<file path="config.mk">
export PLATFORM = sky130hd
export DESIGN_NAME = exec_integrity_watchdog
export DESIGN_NICKNAME = d
export VERILOG_FILES = /design/src/rtl/core/eiw_pkg.sv /design/src/rtl/core/eiw_fnv_step.sv /design/src/rtl/core/exec_integrity_watchdog.sv
export VERILOG_INCLUDE_DIRS = /design/src /design/src/rtl/core
export SDC_FILE = /design/constraint.sdc
export NUM_CORES = 1
export LEC_CHECK = 0
export ABC_AREA = 1
export BUFFER_PORTS_ARGS = -buffer_cell sky130_fd_sc_hd__buf_2
export CAP_MARGIN = 25
export CORE_MARGIN = 10
export CORE_UTILIZATION = 45
export CTS_CLUSTER_DIAMETER = 200
export DETAILED_ROUTE_END_ITERATION = 10
export PLACE_DENSITY = 0.65
export RECOVER_POWER = 100
export SLEW_MARGIN = 20
export SYNTH_ARGS = -nofsm -noshare
export SYNTH_HDL_FRONTEND = slang
export SYNTH_HIERARCHICAL = 1
export SYNTH_SLANG_ARGS = --single-unit
</file>
<file path="constraint.sdc">
create_clock -name clk -period 5.9 [get_ports clk]
set_input_delay 0.295 -clock clk [delete_from_list [all_inputs] [get_ports clk]]
set_output_delay 0.295 -clock clk [all_outputs]
set_load 0.1 [all_outputs]
</file>
<file path="src/rtl/core/assert_macros.svh">
// Assertion macros used by the RTL top level of the watchdog.
`ifndef ASSERT_MACROS_SVH
`define ASSERT_MACROS_SVH

// Same-cycle implication, sampled on clk, off during rst
`define EIW_ASSERT_NOW(lbl, ante, cons) \
  lbl: assert property (@(posedge clk) disable iff (rst) (ante) |-> (cons)) \
    else $error("assertion failed");

// Next-cycle implication, sampled on clk, off during rst
`define EIW_ASSERT_NEXT(lbl, ante, cons) \
  lbl: assert property (@(posedge clk) disable iff (rst) (ante) |=> (cons)) \
    else $error("assertion failed");

`endif

</file>
<file path="src/rtl/core/eiw_pkg.sv">
// Types and constants shared by the execution integrity watchdog modules.
`default_nettype none

package eiw_pkg;

  // FNV-1a 32 constants
  localparam logic [31:0] FnvPrime = 32'h0100_0193;
  localparam logic [31:0] FnvBasis = 32'h811c_9dc5;

  // Event kinds
  localparam logic [1:0] MODE_INIT  = 2'd0;
  localparam logic [1:0] MODE_EXEC  = 2'd1;
  localparam logic [1:0] MODE_CHECK = 2'd2;

  // Check results
  localparam logic [1:0] STAT_OK       = 2'd0;
  localparam logic [1:0] STAT_NO_INIT  = 2'd1;
  localparam logic [1:0] STAT_TOO_MANY = 2'd2;
  localparam logic [1:0] STAT_BAD_GAP  = 2'd3;

  // Configuration register indexes
  localparam logic CFG_EXEC_LIMIT = 1'b0;
  localparam logic CFG_MAX_GAP    = 1'b1;

  // Register reset values
  localparam logic [7:0]  ExecLimitReset = 8'd64;
  localparam logic [31:0] MaxGapReset    = 32'd120000;

  // Sequencer states
  typedef enum logic [1:0] {
    ST_IDLE,
    ST_HFOLD,
    ST_OFOLD,
    ST_WB
  } eiw_state_t;

  // Control of the shared hash step unit
  typedef struct packed {
    logic        load;
    logic        step;
    logic [31:0] seed;
    logic [7:0]  data;
  } eiw_fnv_ctl_t;

endpackage

`default_nettype wire

</file>
<file path="src/rtl/core/eiw_fnv_step.sv">
// Shared FNV-1a step unit: one byte folded into the accumulator per cycle while step is high.
`default_nettype none

module eiw_fnv_step (
  input  logic                 clk,
  input  eiw_pkg::eiw_fnv_ctl_t ctl,
  output logic [31:0]          acc,
  output logic [31:0]          acc_next
);
  import eiw_pkg::*;

  // xor the byte in, then one 32-bit multiply by the prime
  assign acc_next = (acc ^ {24'd0, ctl.data}) * FnvPrime;

  // accumulator: seeded on load, advanced on step
  always_ff @(posedge clk) begin
    if (ctl.load) begin
      acc <= ctl.seed;
    end else if (ctl.step) begin
      acc <= acc_next;
    end
  end

endmodule

`default_nettype wire

</file>
<file path="src/rtl/core/exec_integrity_watchdog.sv">
// Top level of the execution integrity watchdog: sequencer, state and result register.
//
//  channel | direction | handshake            | payload
//  --------+-----------+----------------------+------------------------------
//  in      | input     | in_valid / in_stall  | mode[1:0], time_ms[47:0]
//  out     | output    | out_valid / out_stall| status[1:0], integrity_word[31:0]
//  cfg     | input     | cfg_we               | cfg_index[0], cfg_data[31:0]
//
//  Init and exec go from accept through 4 hash-update byte steps, 4 result byte
//  steps and writeback; check and the unused mode skip the hash-update steps.
//  The single multiplier in eiw_fnv_step does one byte per cycle while stepping.
//  in_stall is high while an item is in flight; a result waiting in the output
//  register does not block the next item, but writeback waits for that register.
//  rst is synchronous, active high; it clears all but the per-item and output data.
`default_nettype none

module exec_integrity_watchdog (
  input  logic        clk,
  input  logic        rst,
  // input channel
  input  logic        in_valid,
  output logic        in_stall,
  input  logic [1:0]  mode,
  input  logic [47:0] time_ms,
  // output channel
  output logic        out_valid,
  input  logic        out_stall,
  output logic [1:0]  status,
  output logic [31:0] integrity_word,
  // configuration
  input  logic        cfg_we,
  input  logic        cfg_index,
  input  logic [31:0] cfg_data
);
  import eiw_pkg::*;

  `include "assert_macros.svh"

  eiw_state_t   state, state_next;
  eiw_fnv_ctl_t fnv_ctl;
  logic [31:0]  acc, acc_next;

  logic [7:0]  exec_limit;
  logic [31:0] max_gap_ms;
  logic        initialised;
  logic [31:0] exec_count;
  logic [47:0] last_time;
  logic [31:0] integrity_hash;

  logic [1:0]  idx;
  logic [31:0] fold_word;
  logic [1:0]  res_status;
  logic [31:0] res_word;

  logic        accept;
  logic        out_load;
  logic [47:0] gap;
  logic        gap_bad;
  logic [1:0]  check_status;

  assign in_stall = (state != ST_IDLE);
  assign accept   = in_valid && !in_stall;
  assign out_load = (state == ST_WB) && (!out_valid || !out_stall);

  // check outcome from current state
  assign gap     = time_ms - last_time;
  assign gap_bad = (time_ms < last_time) || (gap > {16'd0, max_gap_ms});
  always_comb begin
    if (!initialised) begin
      check_status = STAT_NO_INIT;
    end else if (exec_count > {24'd0, exec_limit}) begin
      check_status = STAT_TOO_MANY;
    end else if (gap_bad) begin
      check_status = STAT_BAD_GAP;
    end else begin
      check_status = STAT_OK;
    end
  end

  // shared hash unit
  eiw_fnv_step u_fnv (
    .clk      (clk),
    .ctl      (fnv_ctl),
    .acc      (acc),
    .acc_next (acc_next)
  );

  // state register
  always_ff @(posedge clk) begin
    if (rst) begin
      state <= ST_IDLE;
    end else begin
      state <= state_next;
    end
  end

  // next state and hash unit control
  always_comb begin
    state_next   = state;
    fnv_ctl.load = 1'b0;
    fnv_ctl.step = 1'b0;
    fnv_ctl.seed = integrity_hash;
    fnv_ctl.data = fold_word[{idx, 3'b000} +: 8];
    case (state)
      ST_IDLE: begin
        if (accept) begin
          fnv_ctl.load = 1'b1;
          case (mode)
            MODE_INIT: begin
              fnv_ctl.seed = FnvBasis;
              state_next   = ST_HFOLD;
            end
            MODE_EXEC: begin
              state_next = ST_HFOLD;
            end
            default: begin
              state_next = ST_OFOLD;
            end
          endcase
        end
      end
      ST_HFOLD: begin
        fnv_ctl.step = 1'b1;
        if (idx == 2'd3) begin
          state_next = ST_OFOLD;
        end
      end
      ST_OFOLD: begin
        fnv_ctl.step = 1'b1;
        if (idx == 2'd3) begin
          state_next = ST_WB;
        end
      end
      ST_WB: begin
        if (out_load) begin
          state_next = ST_IDLE;
        end
      end
      default: begin
        state_next = ST_IDLE;
      end
    endcase
  end

  // configuration registers
  always_ff @(posedge clk) begin
    if (rst) begin
      exec_limit <= ExecLimitReset;
      max_gap_ms <= MaxGapReset;
    end else if (cfg_we) begin
      case (cfg_index)
        CFG_EXEC_LIMIT: exec_limit <= cfg_data[7:0];
        CFG_MAX_GAP:    max_gap_ms <= cfg_data;
        default:        exec_limit <= exec_limit;
      endcase
    end
  end

  // watchdog state and per-item working registers
  always_ff @(posedge clk) begin
    if (rst) begin
      initialised    <= 1'b0;
      exec_count     <= 32'd0;
      last_time      <= 48'd0;
      integrity_hash <= 32'd0;
      idx            <= 2'd0;
    end else begin
      case (state)
        ST_IDLE: begin
          idx <= 2'd0;
          if (accept) begin
            res_status <= STAT_OK;
            fold_word  <= exec_count;
            case (mode)
              MODE_INIT: begin
                initialised <= 1'b1;
                exec_count  <= 32'd0;
                last_time   <= time_ms;
                fold_word   <= 32'd1;
              end
              MODE_EXEC: begin
                exec_count <= exec_count + 32'd1;
                last_time  <= time_ms;
                fold_word  <= exec_count + 32'd1;
              end
              MODE_CHECK: begin
                res_status <= check_status;
                if (initialised && (exec_count <= {24'd0, exec_limit})) begin
                  last_time <= time_ms;
                end
              end
              default: begin
                res_status <= STAT_OK;
              end
            endcase
          end
        end
        ST_HFOLD: begin
          idx <= idx + 2'd1;
          if (idx == 2'd3) begin
            // hash update done; fold the count for the result next
            integrity_hash <= acc_next;
            fold_word      <= exec_count;
          end
        end
        ST_OFOLD: begin
          idx <= idx + 2'd1;
          if (idx == 2'd3) begin
            res_word <= acc_next ^ last_time[31:0];
          end
        end
        default: begin
          idx <= 2'd0;
        end
      endcase
    end
  end

  // output register
  always_ff @(posedge clk) begin
    if (rst) begin
      out_valid <= 1'b0;
    end else if (out_load) begin
      out_valid <= 1'b1;
    end else if (!out_stall) begin
      out_valid <= 1'b0;
    end
  end

  always_ff @(posedge clk) begin
    if (out_load) begin
      status         <= res_status;
      integrity_word <= res_word;
    end
  end

  // checks
  `EIW_ASSERT_NEXT(a_busy_after_accept, accept, in_stall)
  `EIW_ASSERT_NEXT(a_fold_advances, (state == ST_HFOLD) && (idx != 2'd3),
    (state == ST_HFOLD) && (idx == $past(idx) + 2'd1))
  `EIW_ASSERT_NEXT(a_exec_counts_one, accept && (mode == MODE_EXEC),
    exec_count == $past(exec_count) + 32'd1)
  `EIW_ASSERT_NEXT(a_uninit_check_keeps_time,
    accept && (mode == MODE_CHECK) && !initialised, $stable(last_time))
  `EIW_ASSERT_NOW(a_wb_not_overwrite, out_valid && out_stall && (state == ST_WB),
    !out_load)

endmodule

`default_nettype wire

</file>
==> results of run 1 <==
==> path summary, 6_finish.rpt <==
path	to	slack [ns]	cells past startpoint
setup / recovery	res_word[29]	0.18	27
hold / removal	last_time[26]	0.02	3
hold reg to reg	integrity_word[8]	0.42	0
setup reg to reg	res_word[29]	0.18	27
==> kinds of logic after synthesis <==
kind of cell	count (synthesis)	synth area share (%)
xor+xnor	92	3.53
fa+ha+maj	353	21.4
buf+inv	663	10.7
compound gates	475	11.0
flops	290	30.7
simple gates	1236	22.7
==> cells in the mapped netlist, drive strengths merged <==
library cell  count  area share (%)
nand2           719              12
inv             588             9.5
ha              278              15
nor2            245             4.2
a21oi           227             4.9
nand3           172             3.8
o21ai           168             3.6
dfxtp           158              14
edfxtp          132              17
xor2             80             3.1
fa               75             6.5
clkbuf           62             1.0
o22ai            34            0.92
nor3             25            0.74
nand4            22            0.66
or2              20            0.54
nor4             14            0.51
and2             13            0.35
o211ai           13            0.44
buf              12            0.23
xnor2            12            0.45
o21bai           11            0.36
a211oi            5            0.16
a21o              5            0.16
a31oi             5            0.13
nand3b            5            0.16
a21boi            3            0.11
o21a              3           0.097
a32o              1           0.043
and3              1           0.027
clkinv            1           0.016
==> final cells by class <==
type | instances | share of cell area, %
Sequential cell | 290 | 27.1
Timing Repair Buffer | 180 | 3.95
Clock inverter | 22 | 0.923
Multi-Input combinational cell | 2156 | 52.7
Tap cell | 680 | 3.24
Antenna cell | 1 | 0.00952
Clock buffer | 43 | 3.60
Timing Repair inverter | 1 | 0.0285
Inverter | 589 | 8.42
==> metal layers <==
metal  vias up  wire, um  track usage [%]
met1      9389     32400             31.1
li1      10300         -                -
met2       561     30500             35.2
met4         2      1910             6.35
met3        99      4140             3.38
met5         -         9                0
==> tightest hold or removal path: cells and delay by family <==
family	cells	cell delay, ns
AND/OR/NAND/NOR	1	0.06
buffers and inverters	1	0.12
AO/OA/AOI/OAI	1	0.05
==> cell usage in the layout (no fill, tap or decap), drive strengths merged <==
master,instances
xnor2,12
dfxtp,158
nor2,245
nor4,14
a21oi,227
or2,20
a21o,5
o211ai,13
a32o,1
nor3,25
xor2,80
a21boi,3
nand2,719
ha,278
o22ai,34
o21ai,168
nand3b,5
buf,119
clkinv,14
edfxtp,132
and3,1
dlygate4sd3,20
clkbuf,84
inv,589
nand4,22
nand3,172
bufinv,4
o21a,3
diode,1
a211oi,5
o21bai,11
fa,75
a31oi,5
clkinvlp,5
and2,13
==> timing repair <==
action	4_1_cts	5_1_grt
gates cloned	0	1
endpoints found under the hold margin	21	0
hold buffers	20	0
setup buffers	0	4
pin swaps	0	9
setup endpoints to repair	1	57
gates resized for setup	1	55
==> flip-flops by register name (all words and copies together) (netlist names), 8 cells and up <==
name,count
max_gap_ms,32
res_word,32
u_fnv/acc,32
exec_count,32
last_time,48
integrity_word,32
integrity_hash,32
exec_limit,8
fold_word,32
==> metrics by stage <==
stage | instance area, um2 | setup WS (ns)
2_1_floorplan | 23200 | 0.225
3_3_place_gp | 24700 | 0.0722
3_5_place_dp | 24700 | 0.00636
4_1_cts | 26100 | 0.00473
5_1_grt | 26300 | -0.0130
6_report | 26300 | 0.182
==> run_results.csv, run 1 <==
group,metric,value,unit
clocking,clk_pin_slew,0.07,ns
route,vias,20300,
sta,min_period,5.72,ns
synth,ys_seq_area_share,30.7,%
finish,nets,3695,
synth,yosysUniqueCellTypes,48,
setup_path,path_class,"reg2reg",
placement,dp.cells,3870,
sta,fin_crit_sh,96.9,%
sta,slew_viol_final,156,
setup_path,cp-startpoint,"idx[0]",
finish,fin_cells,3962,
outcome,failed_checks,"max-capacitance violations, max-slew violations",
worst_hold_path,hold_start,"time_ms[26]",
sta,finalSetupViolCount,0,
route,totalWireLength,68900,um
setup_path,max_stage_delay,0.52,ns
finish,regArea,7130,um2
sta,skew,0.0166,ns
finish,nFillCells,5084,
global_routing,antenna_found_initial,2,
placement,io_buffers,123,
sta,maxSlewHeadroom,-105,%
synth,syn-num-nets,3550,
sta,hold_viol,0,
finish,postLayoutCoreUtil,51.4,%
placement,dpl.hpwl,55400,um
route,drt-initial-drc-count,1439,
clocking,htreeDepth,2,
sta,timing.hold.ws,0.0172,ns
setup_path,crit_path_max_fanout,7,
setup_path,reg2reg_from,"idx[0]",
die,dieHeight,247,um
sta,max_freq,175,MHz
setup_path,cp.required,6.19,ns
route,drt.antenna.violating_nets,0,
setup_path,crit_arrival,6.00,ns
synth,synth_seq_cells,290,
synth,ys_warn_count,6,
job,max_cap_violations,4,
clocking,cts_sinks,290,
clocking,cts-buffers-inserted,36,
synth,synthCells,3109,
clocking,cts_tree,"yes",
global_routing,grt_pass1_vias,19400,
global_routing,grt_max_degree,107,
setup_path,critPathCaptureType,"flip-flop",
setup_path,crit_top_cell,"nand2_1",
setup_path,cpLargestDelayFamily,"adder cells",
synth,syn_area,23200,um2
clocking,clock_latency,0.55,ns
finish,syn_to_final_growth,13.2,%
sta,tns,0,ns
die,io_pins,124,
setup_path,cp_slowest_cell,"fa_1",
global_routing,grt_pass1_wl,108000,um
worst_hold_path,worst_hold_path_type,"in2reg",
route,drc,0,
route,vias_per_cell,5.13,
die,rows,83,
die,die_w,247,um
finish,drive_gt1_share,9.11,%
global_routing,overflow,0,
outcome,status,"finished with violations",
setup_path,start_kind,"flip-flop",
route,firstDrtPassIters,5,
die,core-area,51200,um2
finish,multi_input_comb_area,13900,um2
synth,avgSynthCellArea,7.48,um2
die,start_util,45.4,%
clocking,clock-root-buffer,"clkbuf_16",
die,die_area,61100,um2
global_routing,grt_use_total,22.3,%
placement,gp_congestion,0.996,
sta,tightestPinTransition,3.07,ns
clocking,cts_buffer_depth,3,
setup_path,crit_buf_inv,5,
route,wl_per_cell,17.4,um
Power of run 1 is left out: the tool's default activity adds up to more than one toggle a clock period on the data nets, which glitch-free logic cannot reach.
==> run 2: changes to the inputs <==
--- a/config.mk
+++ b/config.mk
@@ -10,10 +10,10 @@
 export BUFFER_PORTS_ARGS = -buffer_cell sky130_fd_sc_hd__buf_2
 export CAP_MARGIN = 25
 export CORE_MARGIN = 10
-export CORE_UTILIZATION = 45
+export CORE_UTILIZATION = 55
 export CTS_CLUSTER_DIAMETER = 200
 export DETAILED_ROUTE_END_ITERATION = 10
-export PLACE_DENSITY = 0.65
+export PLACE_DENSITY = 0.77
 export RECOVER_POWER = 100
 export SLEW_MARGIN = 20
 export SYNTH_ARGS = -nofsm -noshare
==> run_results.csv, run 2 (same netlist as run 1, synthesis figures left out) <==
group,metric,value,unit
outcome,status,"finished with violations",
outcome,failed_checks,"max-capacitance violations, max-slew violations",
global_routing,use_met3,3.83,%
finish,syn_to_final_growth,13.5,%
die,die_w,226,um
global_routing,grt_use_total,28.5,%
sta,skew,0.0313,ns
setup_path,crit_chain,"ha_1, ha_1, inv_1, fa_1, inv_1, ha_1, inv_1, fa_1, inv_1, fa_1, inv_1, fa_1, inv_1, ha_1, nand2_1, nand2_1, nand2_1, nand2_1, a21oi_1, nand2_1, a21oi_1, nand3_1, and2_1, xor2_1",
sta,tightestPinTransition,2.62,ns
finish,nets,3724,
setup_path,path_class,"reg2reg",
placement,dpl.hpwl,59100,um
clocking,cts_sinks,290,
finish,drive_gt1_share,10.0,%
setup_path,max_stage_delay,0.54,ns
setup_path,crit_path_max_fanout,5,
route,drc,0,
route,firstDrtPassIters,6,
global_routing,use_met1,38.5,%
sta,slew_viol_final,238,
finish,largest-register,"last_time",
setup_path,reg2reg_from,"u_fnv/acc[19]",
placement,dp.cells,3752,
setup_path,ff2ff_path_depth,24,
setup_path,cp.required,6.19,ns
setup_path,crit_arrival,6.09,ns
setup_path,r2r-end,"res_word[30]",
die,start_util,55.5,%
sta,min_period,5.80,ns
route,wl_per_cell,18.9,um
global_routing,antenna_found_initial,3,
worst_hold_path,hold_depth,3,
die,die_area,50900,um2
worst_hold_path,worstHoldEndpoint,"max_gap_ms[11]",
route,totalWireLength,72900,um
route,drt.antenna.violating_nets,0,
global_routing,grt_pass1_vias,20400,
route,drt-initial-drc-count,1779,
finish,nFillCells,3791,
job,max_cap_violations,5,
finish,n_antenna_cell,0,
sta,rsz0062_at_grt,"yes",
route,vias_per_cell,5.47,
clocking,cts-buffers-inserted,34,
clocking,cts_buffer_depth,3,
sta,maxSlewHeadroom,-74.9,%
clocking,cts_tree,"yes",
global_routing,grt_use_met2,46.1,%
finish,layout_common_cells,"nand2_1 (700), inv_1 (570), ha_1 (265)",
finish,fin_cells,3848,
setup_path,crit_top_cell,"inv_1",
die,io_pins,124,
finish,largest_reg_flops,48,
global_routing,grt_max_degree,73,
placement,gp_congestion,0.992,
die,core-area,41900,um2
die,dieHeight,226,um
clocking,clock-root-buffer,"clkbuf_16",
sta,fin_crit_sh,98.2,%
global_routing,overflow,0,
global_routing,busiest_layer,"met2",
clocking,clk_pin_slew,0.06,ns
sta,max_freq,173,MHz
die,rows,75,
worst_hold_path,worst_hold_path_type,"in2reg",
sta,finalSetupViolCount,0,
setup_path,r2r_setup_slack,0.10,ns
sta,hold_viol,0,
setup_path,start_kind,"flip-flop",
setup_path,critPathCaptureType,"flip-flop",
setup_path,cp_slowest_cell,"edfxtp_1",
global_routing,grt_pass1_wl,113000,um
finish,final_common_cell,"nand2_1",
clocking,clock_latency,0.55,ns
clocking,htreeDepth,2,
worst_hold_path,hold_start,"cfg_data[11]",
placement,io_buffers,123,
sta,tns,0,ns
route,vias,21000,
[run 2: worst max-delay path by stage]
stage                  startpoint           end  slack, ns  cells past startpoint
floorplan                  idx[0]  res_word[18]       0.23                     26
global placement           idx[1]  res_word[31]      -0.05                     28
global route               idx[0]  res_word[30]      -0.08                     24
detailed placement         idx[1]  res_word[31]      -0.02                     28
finish              u_fnv/acc[19]  res_word[30]       0.10                     24
CTS                        idx[1]  res_word[30]      0.008                     21
[run 2: repair_timing]
item	CTS	global route
endpoints found under the hold margin	31	0
setup buffers	0	5
resized for setup	3	67
endpoints found under the setup margin	4	60
hold buffers	29	0
pin swaps	0	12
[run 2: cell type report]
type / count / area [um2] / share of cell area [%]
inverter: 589 / 2210 / 8.38
clock buffer: 39 / 890 / 3.37
multi-input combinational: 2156 / 13900 / 52.8
tap: 539 / 674 / 2.56
clock inverter: 23 / 250 / 0.949
timing repair buffer: 212 / 1290 / 4.90
sequential: 290 / 7130 / 27.0
[run 2: layer usage]
layer / vias up / wire length [um]
met2: 726 / 33000
met5: - / 0
met4: 0 / 2540
met3: 121 / 5000
met1: 9860 / 32300
li1: 10300 / -
[run 2: stage by stage]
step	worst slack [ns]	utilization (%)	hold slack (ns)	cell area, um2
global route	-0.0813	63.0	0.0184	26400
floorplan	0.225	-	0.400	23200
detailed placement	-0.0234	59.0	0.406	24700
global placement	-0.0481	59.0	0.403	24700
finish	0.104	63.0	0.0296	26400
CTS	0.00820	62.5	0.000000500	26100
[run 2: critical path: cells and delay by family (launching register included)]
kind | cells | cell delay (ns)
adders and majority gates | 8 | 3.14
DFF | 1 | 0.54
AOI/OAI and AO/OA | 2 | 0.58
and+or+nand+nor | 7 | 0.79
xor gates and xnor gates | 1 | 0.17
buffers and inverters | 6 | 0.31
Power of run 2 is left out for the same reason.
==> run 3: changes to the inputs <==
--- a/config.mk
+++ b/config.mk
@@ -9,12 +9,15 @@
 export ABC_AREA = 1
 export BUFFER_PORTS_ARGS = -buffer_cell sky130_fd_sc_hd__buf_2
 export CAP_MARGIN = 25
+export CELL_PAD_IN_SITES_DETAIL_PLACEMENT = 2
+export CELL_PAD_IN_SITES_GLOBAL_PLACEMENT = 2
 export CORE_MARGIN = 10
-export CORE_UTILIZATION = 55
+export CORE_UTILIZATION = 33
 export CTS_CLUSTER_DIAMETER = 200
 export DETAILED_ROUTE_END_ITERATION = 10
-export PLACE_DENSITY = 0.77
+export PLACE_DENSITY = 0.78
 export RECOVER_POWER = 100
+export SETUP_SLACK_MARGIN = 0.3
 export SLEW_MARGIN = 20
 export SYNTH_ARGS = -nofsm -noshare
 export SYNTH_HDL_FRONTEND = slang
==> run_results.csv, run 3 (same netlist as run 1, synthesis figures left out) <==
group,metric,value,unit
finish,layout_common_cells,"nand2_1 (661), inv_1 (548), ha_1 (236)",
global_routing,grt_max_degree,107,
finish,largest-register,"last_time",
clocking,cts_buffer_depth,3,
sta,hold_viol,0,
route,totalWireLength,100000,um
route,drt.antenna.violating_nets,0,
global_routing,overflow,0,
finish,drive_gt1_share,16.8,%
placement,gp_congestion,0.903,
sta,min_period,6.01,ns
die,dieHeight,285,um
clocking,cts_tree,"yes",
global_routing,grt_pass1_vias,25000,
global_routing,grt_pass1_wl,145000,um
finish,final_common_cell,"nand2_1",
global_routing,grt_use_total,22.6,%
route,firstDrtPassIters,5,
setup_path,crit_path_max_fanout,8,
sta,finalSetupViolCount,10,
die,die_area,81400,um2
finish,fin_cells,4317,
die,io_pins,124,
placement,io_buffers,123,
sta,slew_viol_final,165,
job,max_cap_violations,5,
clocking,clock_latency,0.59,ns
die,rows,97,
outcome,failed_checks,"max-capacitance violations, max-slew violations, negative setup slack",
setup_path,crit_arrival,6.30,ns
sta,maxSlewHeadroom,-78.7,%
sta,skew,0.0528,ns
die,core-area,69900,um2
setup_path,critPathCaptureType,"flip-flop",
finish,nets,3788,
setup_path,path_class,"reg2reg",
outcome,status,"finished with violations",
worst_hold_path,worst_hold_path_type,"in2reg",
finish,syn_to_final_growth,24.6,%
route,drt-initial-drc-count,1087,
finish,largest_reg_flops,48,
clocking,cts_sinks,290,
route,wl_per_cell,23.2,um
placement,dpl.hpwl,72400,um
setup_path,cp.required,6.19,ns
global_routing,antenna_found_initial,2,
finish,n_antenna_cell,0,
sta,max_freq,167,MHz
setup_path,start_kind,"flip-flop",
clocking,cts-buffers-inserted,38,
sta,rsz0062_at_grt,"yes",
placement,dp.cells,4136,
sta,setup_ws,-0.105,ns
route,vias_per_cell,5.19,
route,drc,0,
clocking,htreeDepth,2,
die,start_util,33.2,%
sta,tightestPinTransition,2.68,ns
clocking,clk_pin_slew,0.06,ns
route,vias,22400,
sta,fin_crit_sh,102,%
clocking,clock-root-buffer,"clkbuf_16",
die,die_w,285,um
## run 3: cell types whose count changed in the layout (fill, tap and decap cells not counted), sizes merged
cell,delta
clkbuf,+14
dlygate4sd3,+22
clkinvlp,+1
buf,+38
clkinv,+1
inv,-8
## run 3: path summary, 6_finish.rpt
check,start,to,slack (ns),cells after the start
worst max-delay path,idx[0],res_word[20],-0.11,25
worst min-delay path,time_ms[24],last_time[24],0.02,3
worst max register to register,idx[0],res_word[20],-0.11,25
worst min register to register,res_status[0],status[0],0.42,0
## run 3: per-layer routing
| metal | vias to the layer above | routed length, um | track usage, % | share of wire [%] |
|---|---|---|---|---|
| met1 | 11400 | 41600 | 27.7 | 41 |
| met5 | - | 0 | 0 | 0 |
| met4 | 0 | 3220 | 6.24 | 3.2 |
| li1 | 10400 | - | - | - |
| met2 | 457 | 51300 | 40.6 | 51 |
| met3 | 155 | 4240 | 3.17 | 4.2 |
## run 3: timing repair
item	CTS	global route
resized for setup	111	272
hold buffers	51	0
endpoints found under the setup margin	60	66
endpoints found under the hold margin	55	0
setup buffers	33	26
pin swaps	32	135
## run 3: layout make-up
type | instances | area (um2)
Clock inverter | 17 | 219
Fill cell | 7993 | 40900
Multi-Input combinational cell | 2156 | 15300
Sequential cell | 290 | 7130
Inverter | 589 | 2220
Tap cell | 940 | 1180
Timing Repair Buffer | 272 | 1890
Clock buffer | 53 | 1070
## run 3: stage by stage
stage | hold WS, ns | TNS [ns] | area [um2] | utilization, % | setup WS, ns
2_1_floorplan | 0.400 | 0 | 23200 | - | 0.318
3_3_place_gp | 0.404 | -0.0161 | 25100 | 35.9 | -0.0161
3_5_place_dp | 0.407 | -2.38 | 25100 | 35.9 | -0.195
4_1_cts | 0.000361 | 0 | 27700 | 39.6 | 0.269
5_1_grt | 0.0134 | -3.56 | 29000 | 41.4 | -0.226
6_report | 0.0162 | -0.514 | 29000 | 41.4 | -0.105
## run 3: worst max-delay path, stage by stage, from the launching register on
cell and delay (ns):
dfxtp_2 0.36, clkinvlp_4 0.26, buf_12 0.25, o21ai_2 0.14
o22ai_2 0.12, inv_1 0.11, nand2_2 0.10, nand2_2 0.11
ha_4 0.21, ha_4 0.28, fa_2 0.47, ha_2 0.22
fa_1 0.49, ha_1 0.31, inv_1 0.06, fa_1 0.51
inv_1 0.08, ha_4 0.28, a21oi_4 0.28, o21ai_4 0.13
nand2_1 0.12, nand2_2 0.10, nand3b_1 0.22, nor2_1 0.21
nor2_2 0.10, xor2_1 0.17
Power of run 3 is left out for the same reason.
